===== src/design/lcrs_pkg.sv =====
// Shared types, codes and widths of the call/return stack unit.
package lcrs_pkg;

    localparam int SCRIPT_W = 8;
    localparam int PC_W = 16;
    localparam int CMD_W = 3;
    localparam int STATUS_W = 2;
    localparam int FRAME_W = SCRIPT_W + PC_W;

    localparam int P_STACK_DEPTH = 16;
    localparam int P_SCRIPT_COUNT = 256;

    typedef enum logic [CMD_W-1:0] {
        CMD_CALL = 3'd0,
        CMD_RETURN = 3'd1,
        CMD_SET_ENTRY = 3'd2,
        CMD_CLEAR_ENTRY = 3'd3,
        CMD_ROOM_RESET = 3'd4
    } t_cmd;

    typedef enum logic [STATUS_W-1:0] {
        STS_OK = 2'd0,
        STS_UNDERFLOW = 2'd1,
        STS_OVERFLOW = 2'd2
    } t_status;

    typedef enum logic {
        ST_IDLE = 1'b0,
        ST_EXEC = 1'b1
    } t_state;

    // Write request to the entry-point table.
    typedef struct packed {
        logic                en;
        logic [SCRIPT_W-1:0] script;
        logic [PC_W-1:0]     data;
    } t_ent_wr;

endpackage


===== src/design/lcrs_entry_mem.sv =====
// Entry-point table: synchronous memory with per-entry valid bits cleared at reset.
module lcrs_entry_mem
    import lcrs_pkg::*;
#(
    parameter int SCRIPT_COUNT = P_SCRIPT_COUNT
) (
    input  logic                i_clk,
    input  logic                i_rst_n,
    input  logic [SCRIPT_W-1:0] i_rd_script,
    output logic [PC_W-1:0]     o_rd_data,
    input  t_ent_wr             i_wr
);
    localparam int AW = $clog2(SCRIPT_COUNT);

    logic [PC_W-1:0]         r_mem [SCRIPT_COUNT];
    logic [SCRIPT_COUNT-1:0] r_valid;
    logic [PC_W-1:0]         r_rd_data;
    logic                    r_rd_ok;
    logic                    rd_in_range;
    logic                    wr_in_range;
    logic [AW-1:0]           rd_idx;
    logic [AW-1:0]           wr_idx;

    // Script numbers beyond the table read as zero and are never written.
    assign rd_in_range = {1'b0, i_rd_script} < (SCRIPT_W+1)'(SCRIPT_COUNT);
    assign wr_in_range = {1'b0, i_wr.script} < (SCRIPT_W+1)'(SCRIPT_COUNT);
    assign rd_idx = i_rd_script[AW-1:0];
    assign wr_idx = i_wr.script[AW-1:0];

    always_ff @(posedge i_clk) begin
        if (i_wr.en && wr_in_range) begin
            r_mem[wr_idx] <= i_wr.data;
        end
        r_rd_data <= r_mem[rd_idx];
    end

    always_ff @(posedge i_clk) begin
        if (!i_rst_n) begin
            r_valid <= '0;
            r_rd_ok <= 1'b0;
        end else begin
            if (i_wr.en && wr_in_range) begin
                r_valid[wr_idx] <= 1'b1;
            end
            r_rd_ok <= rd_in_range && r_valid[rd_idx];
        end
    end

    assign o_rd_data = r_rd_ok ? r_rd_data : '0;

endmodule


===== config.mk =====
export PLATFORM = sky130hd
export DESIGN_NAME = lcrs_entry_mem
export DESIGN_NICKNAME = d
export VERILOG_FILES = /design/src/design/lcrs_pkg.sv /design/src/design/lcrs_entry_mem.sv
export SDC_FILE = /design/constraint.sdc
export NUM_CORES = 2
export LEC_CHECK = 0
export BUFFER_PORTS_ARGS = -buffer_cell sky130_fd_sc_hd__buf_2
export CAP_MARGIN = 0
export CELL_PAD_IN_SITES_DETAIL_PLACEMENT = 2
export CELL_PAD_IN_SITES_GLOBAL_PLACEMENT = 2
export CORE_ASPECT_RATIO = 0.9
export CORE_MARGIN = 2
export CORE_UTILIZATION = 45
export CTS_BUF_LIST = sky130_fd_sc_hd__clkbuf_4 sky130_fd_sc_hd__clkbuf_8
export DETAILED_ROUTE_END_ITERATION = 6
export GPL_TIMING_DRIVEN = 0
export PLACE_DENSITY = 0.72
export SYNTH_ARGS = -nofsm -noshare
export SYNTH_HDL_FRONTEND = slang
export SYNTH_SLANG_ARGS = --single-unit

===== constraint.sdc =====
create_clock -name i_clk -period 5.7 [get_ports i_clk]
set_input_delay 0.285 -clock i_clk [delete_from_list [all_inputs] [get_ports i_clk]]
set_output_delay 0.285 -clock i_clk [all_outputs]
set_load 0.02 [all_outputs]

# == Word level (Yosys, flattened, before mapping) ==
# Memories as Yosys holds them, arrays and structs flattened. A register that Yosys moved wholly into a read port is not among the register bits.
# Cells that the tools add are included.
# Widths: inputs -> output; s select.
# word_totals
romBits,0
latch_bits,0
output_inout_bits,16
wordCells,15
regBits,257
input_bits,35
memories,1
mem_bits_rw,4096
# mem_list
memory,words,word_bits,rd,rd_ports_with_merged_regs,wr,line_no,rtl
r_mem,256,16,1,1,1,lcrs_entry_mem.sv:15,logic [PC_W-1:0] r_mem [SCRIPT_COUNT];
# classes
shifts,0
eq_ne,0
n_reduce_logical,1
n_bitwise,1
n_mul,0
order_cmp,3
div,0
add_sub_neg,0
muxes,7
# ops
op,count
$or 256x256->256,1
$lt 8x9->1 const B,2
$mux 16,1
$bmux 1 s8,1
$demux 1 s8,1
$ge 8x1->1 const B,1
$mux 1,4
$logic_and 1x1->1,1

# == Longest topological paths before layout ==
# logic_depth
ltp_word,5
ltp_mapped,13
depth_no_buf,6

# == Worst setup path after synthesis ==
# Ideal clock, no wire load.
# synth_timing
path_kind,input -> register
startpoint,input i_wr[24] (netlist name)
endpoint,memory r_mem[207][0] (enable)
path_slack_ns,3.053
arrival_ns,2.257
cell_stages,5
n_path_buf,3
setup_ns,0.390
required_time_ns,5.310
path_cell_list,clkbuf_1 or4b_2 clkbuf_1 clkbuf_1 nor2_1
# synth_between
elab_chain_len,2
# synth_rtl
element,line_no,rtl
"start, declared",lcrs_entry_mem.sv:11,input t_ent_wr i_wr
$mux 1,lcrs_entry_mem.sv:31,if (i_wr.en && wr_in_range) begin
$mux 1 (not written as such),lcrs_entry_mem.sv:32,r_mem[wr_idx] <= i_wr.data;
"end, declared",lcrs_entry_mem.sv:15,
# Every way passes these cells.

==> flow_metrics.env <==
export IMPL_status="complete, but fails checks"
export IMPL_violations="DRC, capacitance limit, slew limit, setup timing"
export IMPL_endpoint_kind="flop"
export IMPL_whs_ps=77.7
export IMPL_cts_max_path_buffers=4
export IMPL_clkLatencyLatePin_ps=1350
export IMPL_cts_setup_buffers=0
export IMPL_critical_path_required_ps=6960
export IMPL_final_core_util_pct=52.1
export IMPL_drc_errors=15
export IMPL_ctsHtreeMaxLevel=6
export IMPL_route_vias_total=100002
export IMPL_hpwl_um=455000
export IMPL_grt_max_degree=170
export IMPL_max_slew_margin_pct=-14.8
export IMPL_path_clk_slew_ps=70
export IMPL_viasPerCell=7.19
export IMPL_synth_edf_count=4096
export IMPL_peakVddDrop_mv=0.301
export IMPL_finalSetupViolCount=1
export IMPL_syn_inst=7375
export IMPL_grt_usage_pct=38.8
export IMPL_power_mw=68.0
export IMPL_highest_layer="met5"
export IMPL_multiInputGateArea_sq_um=37400
export IMPL_seqCellArea_sq_um=128000
export IMPL_synth_cell_types=53
export IMPL_cts_resized=0
export IMPL_fin_skew_ps=102
export IMPL_start_util_pct=45.1
export IMPL_final_common_cell="edfxtp_1"
export IMPL_fillCellCount=31088
export IMPL_first_pass_iters=7
export IMPL_ant_nets=0
export IMPL_hold_path_class="in2reg"
export IMPL_num_rows=212
export IMPL_wl_met2_um=330000
export IMPL_ios=51
export IMPL_die_height_um=581
export IMPL_drt_iter0_drc=18893
export IMPL_leakage_nw=60.8
export IMPL_worstPathMaxFanout=11
export IMPL_routabilityCongestion=0.979
export IMPL_drt_met1_wl_um=254000
export IMPL_fp_dieW_um=646
export IMPL_wl_per_cell_um=53.0
export IMPL_cts_tree="yes"
export IMPL_ys_seq_area_share_pct=77.0
export IMPL_maxSlewViolCount=136
export IMPL_rsz0062_at_grt="false"
export IMPL_worst_pin_slew_ps=1680
export IMPL_fin_crit_ps=5910
export IMPL_portBuffers=40
export IMPL_setup_ws_ps=-215
export IMPL_max_freq_ghz=0.169
export IMPL_synth_fp_nets=7410
export IMPL_final_hold_viol_count=0
export IMPL_synthToLayoutAreaGrowth_pct=15.5
export IMPL_syn_area_per_cell_sq_um=22.6
export IMPL_dr_wl_met3_um=99300
export IMPL_final_nets=8384
export IMPL_drive_above_1_share_pct=34.3
export IMPL_fin_crit_sh_pct=104
export IMPL_cts_root_buf="clkbuf_8"
export IMPL_grt_pass1_wl_um=966000
export IMPL_antenna_found_initial=95
export IMPL_crit_path_start_kind="input pin"
export IMPL_synth_flop_cell="edfxtp_1"
export IMPL_powerDensity_nw_per_um2=353
export IMPL_cts_buffers=695
export IMPL_yosysWarnings=0
export IMPL_synth_seq_cells=4369
export IMPL_drv_cap=12
export IMPL_clock_sinks=4369
export IMPL_overflow=0
export IMPL_syn_cell_area_sq_um=167000
export IMPL_design_core_area_sq_um=370000
export IMPL_first_global_vias=100369
export IMPL_dieArea_sq_um=375000
export IMPL_async_reset_ff_share_pct=0
export IMPL_totalWireLength_um=737000
export IMPL_worstSetupPathType="in2reg"
export IMPL_arrival_ps=7170
export IMPL_final_cell_mix="4096 x edfxtp_1, 1171 x mux4_2, 736 x clkbuf_8"
stage by stage:
step	area (sq um)	instances	setup WS (ps)	setup TNS (ps)
after floorplan	167000	7375	3050	0
final	193000	13901	-215	-215
after global routing	192000	13839	407	0
after global placement	173000	12337	-1470	-6560
after detailed placement	178000	12542	-897	-1160
after CTS	192000	13822	167	0
report_power, final:
part / internal (mW) / switching, mW / total [mW]
Sequential: 35.1 / 0.0445 / 35.2
Combinational: 1.16 / 2.92 / 4.08
Clock: 14.1 / 14.6 / 28.7
Total: 50.4 / 17.6 / 68.0
cell usage after synthesis, types with 2 or more instances:
library cell | instances | area (sq um)
nand3b_1 | 4 | 30.0
a22o_1 | 3 | 26.3
nand4_1 | 40 | 250
and3_1 | 4 | 25.0
or4_1 | 15 | 113
mux2_2 | 6 | 67.6
buf_1 | 65 | 244
a31oi_1 | 2 | 12.5
nor3b_1 | 3 | 22.5
nand2b_1 | 5 | 31.3
a211oi_1 | 4 | 30.0
buf_6 | 18 | 203
nor4_1 | 6 | 37.5
a2111oi_0 | 18 | 158
o22ai_1 | 54 | 338
mux2i_1 | 329 | 3290
or3_1 | 3 | 18.8
a32oi_1 | 15 | 131
o21bai_1 | 2 | 15.0
or4b_2 | 3 | 30.0
clkbuf_1 | 162 | 608
o221ai_1 | 14 | 123
edfxtp_1 | 4096 | 123000
nor2_1 | 311 | 1170
or2_2 | 2 | 12.5
inv_1 | 2 | 7.51
a221oi_1 | 3 | 26.3
mux4_2 | 1171 | 26400
nor2b_1 | 18 | 113
buf_2 | 108 | 541
nand4bb_1 | 2 | 22.5
nand2_1 | 58 | 218
dfxtp_1 | 273 | 5470
and2_1 | 20 | 125
o211ai_1 | 3 | 22.5
nand3_1 | 35 | 175
o21a_1 | 256 | 1920
buf_4 | 75 | 563
a22oi_1 | 120 | 901
a21oi_1 | 13 | 65.1
o21ai_0 | 11 | 55.1
nand4b_1 | 2 | 17.5
nor3_1 | 11 | 55.1
flip-flops by register name, summed over array words and instances, names as in the netlist:
register / cells
r_rd_ok: 1
r_valid: 256
r_rd_data: 16
r_mem: 4096
worst max-delay path, stage by stage:
cell and delay, ps:
buf_2 120, buf_2 350, buf_2 1020, buf_2 850, clkbuf_2 930, buf_2 650
mux2i_1 640, a22oi_1 860, nand4_1 370, nor4_2 650, buf_4 330
final cells by class:
class,instances,share of cell area (%)
Sequential cell,4369,66.7
Antenna cell,78,0.101
Buffer,428,1.15
Clock inverter,246,0.812
Inverter,4,0.00779
Clock buffer,1003,6.30
Multi-Input combinational cell,2574,19.4
Timing Repair Buffer,277,2.36
Tap cell,4922,3.20
kinds of logic after synthesis:
kind of cell	after synthesis	synth area share [%]
and+or+nand+nor	544	1.49
AOI/OAI and AO/OA	524	2.33
buffers and inverters	432	1.30
muxes	1506	17.8
DFF	4369	77.0
what timing repair did:
item,4_1_cts,5_1_grt
endpoints found under the setup margin,0,0
hold buffers,31,0
hold endpoints to repair,2604,0
metal layers:
layer / vias up / GRT usage, %
li1: 33488 / -
met1: 53751 / 48.4
met2: 10037 / 58.0
met3: 2682 / 15.0
met4: 44 / 22.6
met5: - / 0.141
final timing paths:
check | startpoint | endpoint | slack, ps | cells after the start
worst max-delay path | i_rd_script[3] | r_rd_data[14] | -210 | 11
worst max register to register | r_mem[142][11] | r_rd_data[11] | 1960 | 6
worst min-delay path | i_wr[15] | r_mem[53][15] | 80 | 2
worst min register to register | r_valid[157] | r_valid[157] | 480 | 1
Power figures use the tool's default switching activity.
