$ cat src/design/lcrs_pkg.sv
// Shared types, codes and widths of the call/return stack unit.
package lcrs_pkg;

    localparam int SCRIPT_W = 8;
    localparam int PC_W = 16;
    localparam int CMD_W = 3;
    localparam int STATUS_W = 2;
    localparam int FRAME_W = SCRIPT_W + PC_W;

    localparam int P_STACK_DEPTH = 16;
    localparam int P_SCRIPT_COUNT = 256;

    typedef enum logic [CMD_W-1:0] {
        CMD_CALL = 3'd0,
        CMD_RETURN = 3'd1,
        CMD_SET_ENTRY = 3'd2,
        CMD_CLEAR_ENTRY = 3'd3,
        CMD_ROOM_RESET = 3'd4
    } t_cmd;

    typedef enum logic [STATUS_W-1:0] {
        STS_OK = 2'd0,
        STS_UNDERFLOW = 2'd1,
        STS_OVERFLOW = 2'd2
    } t_status;

    typedef enum logic {
        ST_IDLE = 1'b0,
        ST_EXEC = 1'b1
    } t_state;

    // Write request to the entry-point table.
    typedef struct packed {
        logic                en;
        logic [SCRIPT_W-1:0] script;
        logic [PC_W-1:0]     data;
    } t_ent_wr;

endpackage

$ cat src/design/lcrs_stack_mem.sv
// Call stack storage: one write port, one registered read port.
module lcrs_stack_mem
    import lcrs_pkg::*;
#(
    parameter int STACK_DEPTH = P_STACK_DEPTH
) (
    input  logic                           i_clk,
    input  logic                           i_wr_en,
    input  logic [$clog2(STACK_DEPTH)-1:0] i_wr_addr,
    input  logic [FRAME_W-1:0]             i_wr_data,
    input  logic [$clog2(STACK_DEPTH)-1:0] i_rd_addr,
    output logic [FRAME_W-1:0]             o_rd_data
);
    logic [FRAME_W-1:0] r_mem [STACK_DEPTH];
    logic [FRAME_W-1:0] r_rd_data;

    always_ff @(posedge i_clk) begin
        if (i_wr_en) begin
            r_mem[i_wr_addr] <= i_wr_data;
        end
        r_rd_data <= r_mem[i_rd_addr];
    end

    assign o_rd_data = r_rd_data;

endmodule

$ cat config.mk
export PLATFORM = sky130hd
export DESIGN_NAME = lcrs_stack_mem
export DESIGN_NICKNAME = d
export VERILOG_FILES = /design/src/design/lcrs_pkg.sv /design/src/design/lcrs_stack_mem.sv
export SDC_FILE = /design/constraint.sdc
export NUM_CORES = 1
export LEC_CHECK = 0
export BUFFER_PORTS_ARGS = -buffer_cell sky130_fd_sc_hd__buf_2
export CORE_ASPECT_RATIO = 1.2
export CORE_MARGIN = 5
export CORE_UTILIZATION = 53
export CTS_CLUSTER_SIZE = 16
export DETAILED_ROUTE_END_ITERATION = 7
export PLACE_DENSITY = 0.7
export SYNTH_ARGS = -nofsm -noshare
export SYNTH_HDL_FRONTEND = slang
export SYNTH_SLANG_ARGS = --single-unit
$ cat constraint.sdc
create_clock -name i_clk -period 3 [get_ports i_clk]
set_input_delay 0.15 -clock i_clk [delete_from_list [all_inputs] [get_ports i_clk]]
set_output_delay 0.15 -clock i_clk [all_outputs]
set_load 0.005 [all_outputs]
Yosys cells after proc, flatten, opt, wreduce, memory -nomap -nowiden:

Memory sizes are Yosys's and may differ from the RTL's. A register that Yosys moved wholly into a read port is not among the register bits.
Index checks and enable logic that the tools add are counted.

* memories kept: 1
* word-level logic and storage cells: 3
* memory bits (writable): 384
* input port bits: 34
* flip-flop bits (word level): 0

Memory list
* r_mem: depth 16, bits a word 24, read ports 1, clocked after memory_dff 1, write ports 1, RTL line lcrs_stack_mem.sv:14 `logic [FRAME_W-1:0] r_mem [STACK_DEPTH];`

* mux-type cells: 2

Operator list (number)
* 2-to-1 mux 1 bit: 2

Longest topological paths before layout:

Gate-level depths: netlist of run 1.

* depth after elaboration: 2
* gate-level depth with buffers: 6

Worst setup path before layout of run 1:

OpenSTA, ideal clock, no wires.

* path type: input -> register
* start point: input i_wr_addr[2]
* end point: memory r_mem[0][0] in the netlist's numbering (enable)
* setup time: 435 ps
* required time: 2565 ps
* arrival time: 2332 ps
* cell stages on the path: 2
* buffers on the path: 0
* path slack: 233 ps
* cells stage by stage: or3b_2 nor3_1

RTL lines
* start, declared: RTL line lcrs_stack_mem.sv:9 `input logic [$clog2(STACK_DEPTH)-1:0] i_wr_addr,`
* end, declared: RTL line lcrs_stack_mem.sv:14

No word-level cell before the write port.

==> implementation parameters, run 1 <==
Parameter                              Value

Clocking
  Htree depth    2
  Hold-fix buffers, CTS    10
  Maximum number of buffers from clock root to sink    3
  Clk root buf    sky130_fd_sc_hd__clkbuf_16
  Clk pin slew, worst setup/hold paths    60 ps
  Number of buffers created by CTS    39
  Post-cts repair resize count    0
  Post CTS Setup Buffer Count    0
  Sink count of the clock tree    around 400
  CTS tree    done
  Clock latency on the worst-skew pair    ~510 ps

Setup path
  WP data required    3390 ps
  Chain of cells forming the critical path    buf_6 > buf_4 > mux4_2 > a22oi_1 > nand2_1
  Slowest CP cell    sky130_fd_sc_hd__mux4_2
  Highest net fanout along the worst path    36
  Worst reg2reg path depth    3
  Origin of the critical flop-to-flop path    r_mem[2][1]
  CP Capture Type    flip-flop
  Critical Path Max Stage Delay    550 ps
  Worst-case register-to-register setup slack    1650 ps
  Worst reg2reg endpoint    o_rd_data[1]
  Crit Path Category    in -> reg
  Startpoint Class    primary input
  CP top delay family    buffers and inverters
  CP arrival    1830 ps
  Buf/Inv on CP    2

Die
  Width of the die    163 um
  Overall die height    194 um
  Number of primary I/O pins    58
  Number of placement rows    67
  Total Die Area    31,600 sq um
  Initial Util    53.6%
  Core area    27,800 sq um

Power and ir drop
  Worst ir drop on vdd    0.546 mV
  Total power consumption of the routed design    11.9 mW
  Static leakage    ~5.6 nW
  PD cells    687 nW/um^2

Timing
  Setup Total Neg Slack    0 ps
  Remaining max-slew budget at the tightest pin    about two fifths
  Final setup viols    0
  Highest attainable clock frequency    about 700 MHz
  Layout Skew    about 10 ps
  Slew Limit Fails    0
  Actual slew at the worst max-slew pin    900 ps
  Final-layout worst hold slack    17.0 ps
  Period minus WS final    1440 ps
  Unrepaired setup endpoints after global routing    no
  Final period utilization    48.0%
  Final count of hold timing violations    0
  Setup WS post-layout    1560 ps

Worst hold path
  Launch instance of the worst min-delay path    i_wr_data[17]
  Hold/Removal Path Class    in -> reg
  Hold Path End    r_mem[0][17]
  Cell count of the worst hold path    1

Finish
  Finished layout cell area    17,300 sq um
  Count of nets after finishing    a little under 800
  Fraction of layout cells with a size suffix above 1    33.8%
  Synth-to-layout area growth    15.8%
  Diodes inserted    0

Yosys
  Fraction of post-synthesis cell area in the top cell type by area    77.2%
  Main area contributors after synthesis    sky130_fd_sc_hd__edfxtp_1 77%, sky130_fd_sc_hd__mux4_2 14%, sky130_fd_sc_hd__dfxtp_1 3.2%
  Number of synthesized register bits    408
  Count of yosys warnings during synthesis    0
  Yosys top cell by area    sky130_fd_sc_hd__edfxtp_1
  Mapped Avg Cell Area    23.5 sq um
  Gate count after technology mapping    roughly 640
  Seq/Total Area, Yosys    80.4%
  Post-synth cell types    16
  Post-Synthesis Net Count    between 600 and 700
  Netlist area before placement    14,900 sq um

GRT
  Initial antenna violation count    0
  Largest net degree at the start of global routing    46
  Grt ovf    0
  Global-route usage over all layers    just under 20%
  First-pass GRT wire length    45.6 mm
  Vias in the first global route    just over 7,000

Detailed routing
  Initial drt markers    606
  Ratio of routed vias to standard cells    just over 6
  Total length of routed wires    30.4 mm
  Number of detailed-route iterations in the first pass    5
  Detail-routed net length per standard cell    around 26 um
  Via count    6,956
  DRC violations left    0
  Post-route antenna net violation count    0

Place
  Standard cell area after detailed placement    15,900 sq um
  Total half-perimeter wirelength after legalization and detailed placement    16.5 mm
  Quantity of I/O buffers inserted on ports    57
  Routability cong.    0.740
  Setup slack after placement    999 ps

Status
  Run status    complete, no violations

Job
  Maximum capacitance violations    0
-- per-layer routing --
layer,share of wire [%],global-route usage [%],wire length [um]
met1,40,28.7,12200
met2,51,31.7,15400
met3,7.7,2.93,2330
met4,1.6,4.20,471
met5,0,0,0
-- how the worst max path moves through the flow --
stage / depth (start not counted) / slack [ps] / end / startpoint
final: 5 / 1560 / o_rd_data[1] / i_rd_addr[0]
after global routing: 5 / 1400 / o_rd_data[1] / i_rd_addr[0]
after CTS: 5 / 1510 / o_rd_data[1] / i_rd_addr[0]
after detailed placement: 5 / 1000 / o_rd_data[22] / i_rd_addr[0]
after global placement: 5 / 1040 / o_rd_data[0] / i_rd_addr[0]
after floorplan: 2 / 230 / r_mem[0][0] / i_wr_addr[2]
-- layout make-up --
cell class	count	area (sq um)
Timing Repair Buffer	100	704
Clock inverter	15	196
Multi-Input combinational cell	195	2800
Clock buffer	55	1100
Sequential cell	408	12000
Fill cell	1964	10500
Tap cell	379	474
-- layout by cell type (no fill, tap or decap), types with 5 or more instances in the layout --
cell type and count:
sky130_fd_sc_hd__nor2_2 13, sky130_fd_sc_hd__dlygate4sd3_1 10, sky130_fd_sc_hd__buf_2 55, sky130_fd_sc_hd__buf_4 29, sky130_fd_sc_hd__buf_12 5, sky130_fd_sc_hd__edfxtp_1 384, sky130_fd_sc_hd__a22oi_1 48, sky130_fd_sc_hd__clkinv_2 7
sky130_fd_sc_hd__clkbuf_16 41, sky130_fd_sc_hd__clkbuf_1 12, sky130_fd_sc_hd__nand2_1 25, sky130_fd_sc_hd__bufinv_16 5, sky130_fd_sc_hd__dfxtp_1 24, sky130_fd_sc_hd__mux4_2 96
-- kinds of logic (layout without fill, tap and decap cells) --
| group | after synthesis | after routing | synth area share (%) |
|---|---|---|---|
| DFF | 408 | 408 | 80.4 |
| muxes | 96 | 96 | 14.5 |
| and+or+nand+nor | 51 | 51 | 1.49 |
| AOI/OAI and AO/OA | 48 | 48 | 2.41 |
| buffers and inverters | 33 | 170 | 1.16 |
-- synthesized netlist by cell type, drive strengths merged --
library cell,count
dfxtp,24
a22oi,48
nand2b,2
nand2,25
buf,15
and2,1
clkbuf,18
nor2,13
nand3b,2
edfxtp,384
nor2b,2
nor3,4
mux4,96
nand3,1
or3b,1
-- sequential cells by signal, indices dropped and copies added, names as in the netlist --
signal and flops:
o_rd_data 24, r_mem 384
-- power breakdown --
part / internal, mW / switching (mW)
Sequential: 6.37 / 0.0370
Combinational: 0.243 / 0.314
Clock: 2.98 / 1.94
Total: 9.60 / 2.29
-- worst register-to-register path, delay by kind of cell (launching register included) --
family | cells | cell delay (ps)
mux | 1 | 470
flops | 1 | 370
compound gates | 1 | 280
simple gates | 1 | 110
-- through the flow --
step | util [%] | instances
CTS | 62.1 | 1152
global route | 62.1 | 1152
finish | 62.1 | 1152
detailed placement | 57.1 | 1072
floorplan | - | 636
global placement | 57.1 | 1072
No activity file was read; power rests on OpenSTA's default activity.
==> run 2: changes to the inputs <==
--- a/config.mk
+++ b/config.mk
@@ -5,13 +5,14 @@
 export SDC_FILE = /design/constraint.sdc
 export NUM_CORES = 1
 export LEC_CHECK = 0
+export ABC_AREA = 1
 export BUFFER_PORTS_ARGS = -buffer_cell sky130_fd_sc_hd__buf_2
 export CORE_ASPECT_RATIO = 1.2
 export CORE_MARGIN = 5
 export CORE_UTILIZATION = 53
 export CTS_CLUSTER_SIZE = 16
 export DETAILED_ROUTE_END_ITERATION = 7
-export PLACE_DENSITY = 0.7
+export PLACE_DENSITY = 0.72
 export SYNTH_ARGS = -nofsm -noshare
 export SYNTH_HDL_FRONTEND = slang
 export SYNTH_SLANG_ARGS = --single-unit
==> constraint.sdc (replaced) <==
create_clock -name i_clk -period 1.31 [get_ports i_clk]
set_input_delay 0.0655 -clock i_clk [delete_from_list [all_inputs] [get_ports i_clk]]
set_output_delay 0.0655 -clock i_clk [all_outputs]
set_load 0.005 [all_outputs]
==> implementation parameters, run 2 <==
Parameter                              Value

Status
  Run status    complete, no violations

Clocking
  Number of buffers created by CTS    40 (+2.6%)
  CTS tree    done
  Clk pin slew, worst setup/hold paths    60 ps (about the same)
  Clock latency on the worst-skew pair    530 ps (+20 ps)
  Maximum number of buffers from clock root to sink    3 (unchanged)
  Sink count of the clock tree    408 (unchanged)
  Post CTS Setup Buffer Count    0 (unchanged)
  Clk root buf    sky130_fd_sc_hd__clkbuf_16
  Htree depth    2 (unchanged)

Setup path
  Critical Path Max Stage Delay    450 ps (-100 ps)
  CP Capture Point    o_rd_data[21]
  CP top delay family    flip-flops
  Startpoint Class    flip-flop
  WP data required    1240 ps (-2150 ps)
  Highest net fanout along the worst path    1 (-97%)
  Critical path depth    1 (-4)
  CP Capture Type    primary output
  Origin of the critical flop-to-flop path    r_mem[2][18]
  Worst reg2reg endpoint    o_rd_data[18]
  Setup crit start    o_rd_data[21]
  Worst-case register-to-register setup slack    260 ps (-1390 ps)
  Buf/Inv on CP    1 (-1)
  Chain of cells forming the critical path    buf_2
  Worst reg2reg path depth    6 (+3)
  Slowest CP cell    sky130_fd_sc_hd__dfxtp_1
  Crit Path Category    reg -> out
  CP arrival    1140 ps (-690 ps)

Detailed routing
  Post-route antenna net violation count    0 (unchanged)
  Initial drt markers    1,184 (+95%)
  Detail-routed net length per standard cell    18.6 um (-29%)
  Via count    11,289 (+62%)
  DRC violations left    0 (unchanged)
  Total length of routed wires    39.9 mm (+31%)
  Number of detailed-route iterations in the first pass    5 (unchanged)
  Ratio of routed vias to standard cells    5.27 (-13%)

Yosys
  Netlist area before placement    17,000 sq um (+14%)
  Main flop type after synthesis    sky130_fd_sc_hd__edfxtp_1
  Seq/Total Area, Yosys    70.9% (-9.6 points)
  Post-synth cell types    12 (-4)
  Count leader, synth    sky130_fd_sc_hd__nand2_1
  Combinational family with the most area after synthesis    simple AND/OR/NAND/NOR gates
  Synthesized-area fraction occupied by and/or/nand/nor cells    20.3% (+19 points)
  Main area contributors after synthesis    sky130_fd_sc_hd__edfxtp_1 68%, sky130_fd_sc_hd__nand2_1 11%, sky130_fd_sc_hd__nand3_1 8.5%
  Top post-synthesis cells by count    509 x sky130_fd_sc_hd__nand2_1, 384 x sky130_fd_sc_hd__edfxtp_1, 292 x sky130_fd_sc_hd__inv_1
  Fraction of post-synthesis cell area in the top cell type by area    68.0% (-9.2 points)
  Parity-gate share of the synthesized area counting xor and xnor cells    0% (unchanged)
  Share of the synthesized area in compound gates (AO/OA/AOI/OAI)    0% (-2.4 points)
  Count of yosys warnings during synthesis    0 (unchanged)
  Number of enable-type register cells in the synthesized netlist    384 (unchanged)
  Post-synthesis async set-or-reset flop share    0% (unchanged)
  Mapped Avg Cell Area    10.6 sq um (-55%)
  Post-Synthesis Net Count    1,631 (+140%)
  Adder-cell area share of the yosys netlist    0% (unchanged)
  Number of synthesized register bits    408 (unchanged)
  Yosys top cell by area    sky130_fd_sc_hd__edfxtp_1
  Share of synthesized area spent on multiplexers    0% (-14 points)
  Gate count after technology mapping    1,597 (+150%)

Finish
  Count of nets after finishing    1,744 (+120%)
  Reg with most FFs    r_mem
  Synth-to-layout area growth    19.2%
  Diodes inserted    0 (unchanged)
  Number of filler cells placed in the layout    2,363 (+20%)
  Fraction of layout cells with a size suffix above 1    11.8% (-22 points)
  Most frequent cells in the layout    509 x sky130_fd_sc_hd__nand2_1, 384 x sky130_fd_sc_hd__edfxtp_1, 291 x sky130_fd_sc_hd__inv_1
  Most common cell after layout, fill and taps aside    sky130_fd_sc_hd__nand2_1
  Flip-flop count of the largest register, all copies and words added    384 (unchanged)
  Finished layout cell area    20,200 sq um (+17%)
  Post-layout instance count excluding filler cells    2,141 (+86%)

Power and ir drop
  Worst ir drop on vdd    1.29 mV (+140%)
  Total power consumption of the routed design    28.7 mW (+140%)
  PD cells    1420 nW/um^2 (+110%)
  Static leakage    8.63 nW (+54%)

Timing
  Actual slew at the worst max-slew pin    540 ps (-360 ps)
  Final-layout worst hold slack    42.0 ps (+25.0 ps)
  Highest attainable clock frequency    830 MHz
  Period minus WS final    ~1200 ps
  Final period utilization    92.0%
  Final count of hold timing violations    0 (unchanged)
  Remaining max-slew budget at the tightest pin    64.0% (+24 points)
  Unrepaired setup endpoints after global routing    no
  Slew Limit Fails    0 (unchanged)
  Layout Skew    12.5 ps (+2.20 ps)
  Final setup viols    0 (unchanged)

Place
  Standard cell area after detailed placement    18,500 sq um (+17%)
  Cell count after placement    2,044 (+91%)
  Routability cong.    0.837 (+13%)
  Quantity of I/O buffers inserted on ports    57 (unchanged)
  Total half-perimeter wirelength after legalization and detailed placement    23.8 mm (+44%)

GRT
  Largest net degree at the start of global routing    73 (+59%)
  Vias in the first global route    11,293 (+57%)
  Grt ovf    0 (unchanged)
  Initial antenna violation count    1 (+1)
  Global-route usage over all layers    22.5% (+3.0 points)
  First-pass GRT wire length    61.9 mm (+36%)

Die
  Width of the die    173 um (+6.2%)
  Core area    31,400 sq um (+13%)
  Number of placement rows    71 (+6.0%)
  Initial Util    53.9% (+0.26 points)
  Overall die height    206 um (+6.2%)
  Number of primary I/O pins    58 (unchanged)
  Total Die Area    35,700 sq um (+13%)

Worst hold path
  Launch instance of the worst min-delay path    i_rd_addr[0]
  Hold/Removal Path Class    in -> reg

Job
  Maximum capacitance violations    0 (unchanged)
-- run 2: logic make-up after synthesis --
group / after synthesis
buffers and inverters: 372
flip-flops: 408
AND/OR/NAND/NOR: 817
-- run 2: how the worst min path moves through the flow --
stage	endpoint	slack, ps	depth (start not counted)
6_report	o_rd_data[10]	40	6
3_3_place_gp	o_rd_data[0]	440	1
3_5_place_dp	o_rd_data[17]	440	1
5_1_grt	o_rd_data[10]	70	6
4_1_cts	o_rd_data[10]	20	6
2_1_floorplan	r_mem[0][0]	160	0
-- run 2: metal layers --
layer / track usage (%) / share of wire [%] / routed length, um / up-vias
met5: 0 / 0.033 / 13 / -
li1: - / - / - / 5380
met4: 7.67 / 2.9 / 1140 / 2
met2: 39.7 / 51 / 20200 / 431
met3: 2.87 / 6.7 / 2680 / 87
met1: 29.1 / 40 / 15800 / 5389
-- run 2: timing repair --
action / 4_1_cts / 5_1_grt
resized for setup: 0 / 0
hold endpoints to repair: 389 / 0
hold buffers: 25 / 0
-- run 2: through the flow --
step	setup slack [ps]	setup TNS, ps	utilization, %
after detailed placement	25.5	0	59.0
after global placement	15.2	0	59.0
after CTS	100	0	64.2
final	105	0	64.2
after floorplan	-380	-87830	-
after global routing	94.2	0	64.2
-- run 2: final cells by class --
cell class                      count  area [sq um]  area share (%)
Inverter                          294          1110            5.49
Clock buffer                       57          1150            5.67
Timing Repair Buffer              149          1610            7.97
Sequential cell                   408         12000            59.5
Multi-Input combinational cell    817          3560            17.6
Tap cell                          401           502            2.48
Clock inverter                     15           265            1.31
-- run 2: report_power, final --
group | internal (mW) | leakage [nW] | switching (mW)
registers | 14.6 | 3.67 | 0.0866
logic | 0.657 | 4.27 | 1.25
clock network | 7.49 | 0.694 | 4.63
==> run 3: changes to the inputs <==
==> constraint.sdc (replaced) <==
create_clock -name i_clk -period 1.31 [get_ports i_clk]
set_input_delay 0.0655 -clock i_clk [delete_from_list [all_inputs] [get_ports i_clk]]
set_output_delay 0.0655 -clock i_clk [all_outputs]
set_load 0.05 [all_outputs]
==> implementation parameters, run 3 (same netlist as run 2, synthesis figures left out) <==
Parameter                              Value

Status
  Run status    complete, no violations

Timing
  Slew Limit Fails    0 (unchanged)
  Remaining max-slew budget at the tightest pin    63.9% (-0.11 points)
  Final setup viols    0 (unchanged)
  Setup Total Neg Slack    0 ps (unchanged)
  Final count of hold timing violations    0 (unchanged)
  Final period utilization    98.7% (+6.7 points)
  Layout Skew    12.1 ps (-0.447 ps)
  Actual slew at the worst max-slew pin    542 ps (+1.71 ps)
  Unrepaired setup endpoints after global routing    no
  Setup WS post-layout    17.1 ps (-87.9 ps)
  Highest attainable clock frequency    773 MHz (-6.8%)
  Period minus WS final    1290 ps (+87.9 ps)

Finish
  Final core area utilization    64.2% (about the same)
  Most frequent cells in the layout    509 x sky130_fd_sc_hd__nand2_1, 384 x sky130_fd_sc_hd__edfxtp_1, 291 x sky130_fd_sc_hd__inv_1
  Reg with most FFs    r_mem
  Count of nets after finishing    1,744 (unchanged)
  Finished layout cell area    20,200 sq um (about the same)
  Most common cell after layout, fill and taps aside    sky130_fd_sc_hd__nand2_1
  Flip-flop count of the largest register, all copies and words added    384 (unchanged)
  Diodes inserted    0 (unchanged)
  Synth-to-layout area growth    19.2% (about the same)
  Fraction of layout cells with a size suffix above 1    11.8% (unchanged)

Clocking
  Clock latency on the worst-skew pair    530 ps (about the same)
  Htree depth    2 (unchanged)
  Clk root buf    sky130_fd_sc_hd__clkbuf_16
  Clk pin slew, worst setup/hold paths    60 ps (about the same)
  Number of buffers created by CTS    40 (unchanged)
  CTS tree    done
  Post CTS Setup Buffer Count    0 (unchanged)
  Maximum number of buffers from clock root to sink    3 (unchanged)
  Sink count of the clock tree    408 (unchanged)

Power and ir drop
  Switching power    6.26 mW (+4.9%)
  Net Sw Frac    21.6% (+0.79 points)
  Total power consumption of the routed design    29.0 mW (+1.0%)
  Clock share of power    41.8% (-0.4 points)
  Logic gate share of total power    7.6% (+0.9 points)
  Internal power contribution    22.7 mW (about the same)
  Worst ir drop on vdd    1.29 mV (about the same)
  Share of power burned in registers    50.6% (-0.5 points)
  PD cells    1440 nW/um^2 (+1.0%)
  Static leakage    8.64 nW (about the same)

Place
  Total half-perimeter wirelength after legalization and detailed placement    23.8 mm (unchanged)
  Routability cong.    0.837 (unchanged)
  Standard cell area after detailed placement    18,500 sq um (unchanged)
  Setup slack after placement    25.5 ps (unchanged)
  Quantity of I/O buffers inserted on ports    57 (unchanged)

GRT
  Initial antenna violation count    1 (unchanged)
  Global-route usage over all layers    22.5% (unchanged)
  Largest net degree at the start of global routing    73 (unchanged)
  Vias in the first global route    11,293 (unchanged)
  First-pass GRT wire length    61.9 mm (unchanged)
  Grt ovf    0 (unchanged)

Detailed routing
  Via count    11,301 (+0.11%)
  Total length of routed wires    39.9 mm (about the same)
  DRC violations left    0 (unchanged)
  Post-route antenna net violation count    0 (unchanged)
  Detail-routed net length per standard cell    18.6 um (about the same)
  Ratio of routed vias to standard cells    5.28 (+0.11%)
  Initial drt markers    1,184 (unchanged)
  Number of detailed-route iterations in the first pass    5 (unchanged)

Setup path
  Critical path depth    1 (unchanged)
  CP arrival    1230 ps (+90 ps)
  Origin of the critical flop-to-flop path    r_mem[2][18]
  Buf/Inv on CP    1 (unchanged)
  Worst reg2reg path depth    6 (unchanged)
  Worst reg2reg endpoint    o_rd_data[18]
  CP Capture Point    o_rd_data[21]
  Crit Path Category    reg -> out
  WP data required    1240 ps (about the same)
  Highest net fanout along the worst path    1 (unchanged)
  Critical Path Max Stage Delay    450 ps (about the same)
  Worst-case register-to-register setup slack    260 ps (about the same)
  Setup crit start    o_rd_data[21]
  CP Capture Type    primary output
  CP top delay family    flip-flops
  Chain of cells forming the critical path    buf_4
  Slowest CP cell    sky130_fd_sc_hd__dfxtp_1
  Startpoint Class    flip-flop

Worst hold path
  Launch instance of the worst min-delay path    i_rd_addr[0]
  Hold/Removal Path Class    in -> reg

Die
  Overall die height    206 um (unchanged)
  Width of the die    173 um (unchanged)
  Total Die Area    35,700 sq um (unchanged)
  Number of primary I/O pins    58 (unchanged)
  Number of placement rows    71 (unchanged)
  Initial Util    53.9% (unchanged)
  Core area    31,400 sq um (unchanged)

Job
  Maximum capacitance violations    0 (unchanged)
[run 3: worst min-delay path: stages]
cell	delay, ps
sky130_fd_sc_hd__buf_6	140
sky130_fd_sc_hd__nand2_1	70
sky130_fd_sc_hd__nand3_1	60
sky130_fd_sc_hd__nand3_1	70
sky130_fd_sc_hd__nand3_1	70
sky130_fd_sc_hd__nand2_1	70
[run 3: repair_timing]
action,CTS,global route
hold buffers,25,0
hold endpoints to repair,389,0
gates resized for setup,1,0
endpoints found under the setup margin,1,0
[run 3: routing by layer]
metal  GRT usage (%)  vias to the layer above  part of all wire [%]
met5               0                        -                 0.033
met4            7.67                        2                   2.9
met3            2.87                       91                   6.8
met2            39.7                      445                    51
met1            29.1                     5383                    40
li1                -                     5380                     -
[run 3: final cells by class]
class / instances / area, sq um
fillers: 2362 / 11200
repair buffers: 149 / 1610
clock inverters: 15 / 265
multi-input cells: 817 / 3560
well taps: 401 / 502
inverters: 294 / 1110
clock buffers: 57 / 1150
flip-flops and latches: 408 / 12000
[run 3: worst min path at each step]
stage	cells after the start	to	slack, ps
2_1_floorplan	0	r_mem[0][0]	160
3_3_place_gp	1	r_mem[2][8]	460
3_5_place_dp	1	r_mem[15][3]	460
4_1_cts	6	o_rd_data[10]	20
5_1_grt	6	o_rd_data[10]	70
6_report	6	o_rd_data[10]	40
[run 3: power by group through the flow]
stage | Sequential, mW | Clock [mW] | Combinational (mW)
2_1_floorplan | 15.2 | 0 | 0.958
3_3_place_gp | 14.9 | 0 | 2.10
3_5_place_dp | 14.9 | 0 | 2.14
4_1_cts | 14.7 | 12.3 | 2.21
5_1_grt | 14.7 | 12.9 | 2.40
6_report | 14.7 | 12.1 | 2.21
[run 3: through the flow]
stage | std cells | hold WS [ps]
detailed placement | 2044 | 460
CTS | 2141 | 23.0
finish | 2141 | 42.4
global placement | 2044 | 458
floorplan | 1597 | 164
global route | 2141 | 74.0
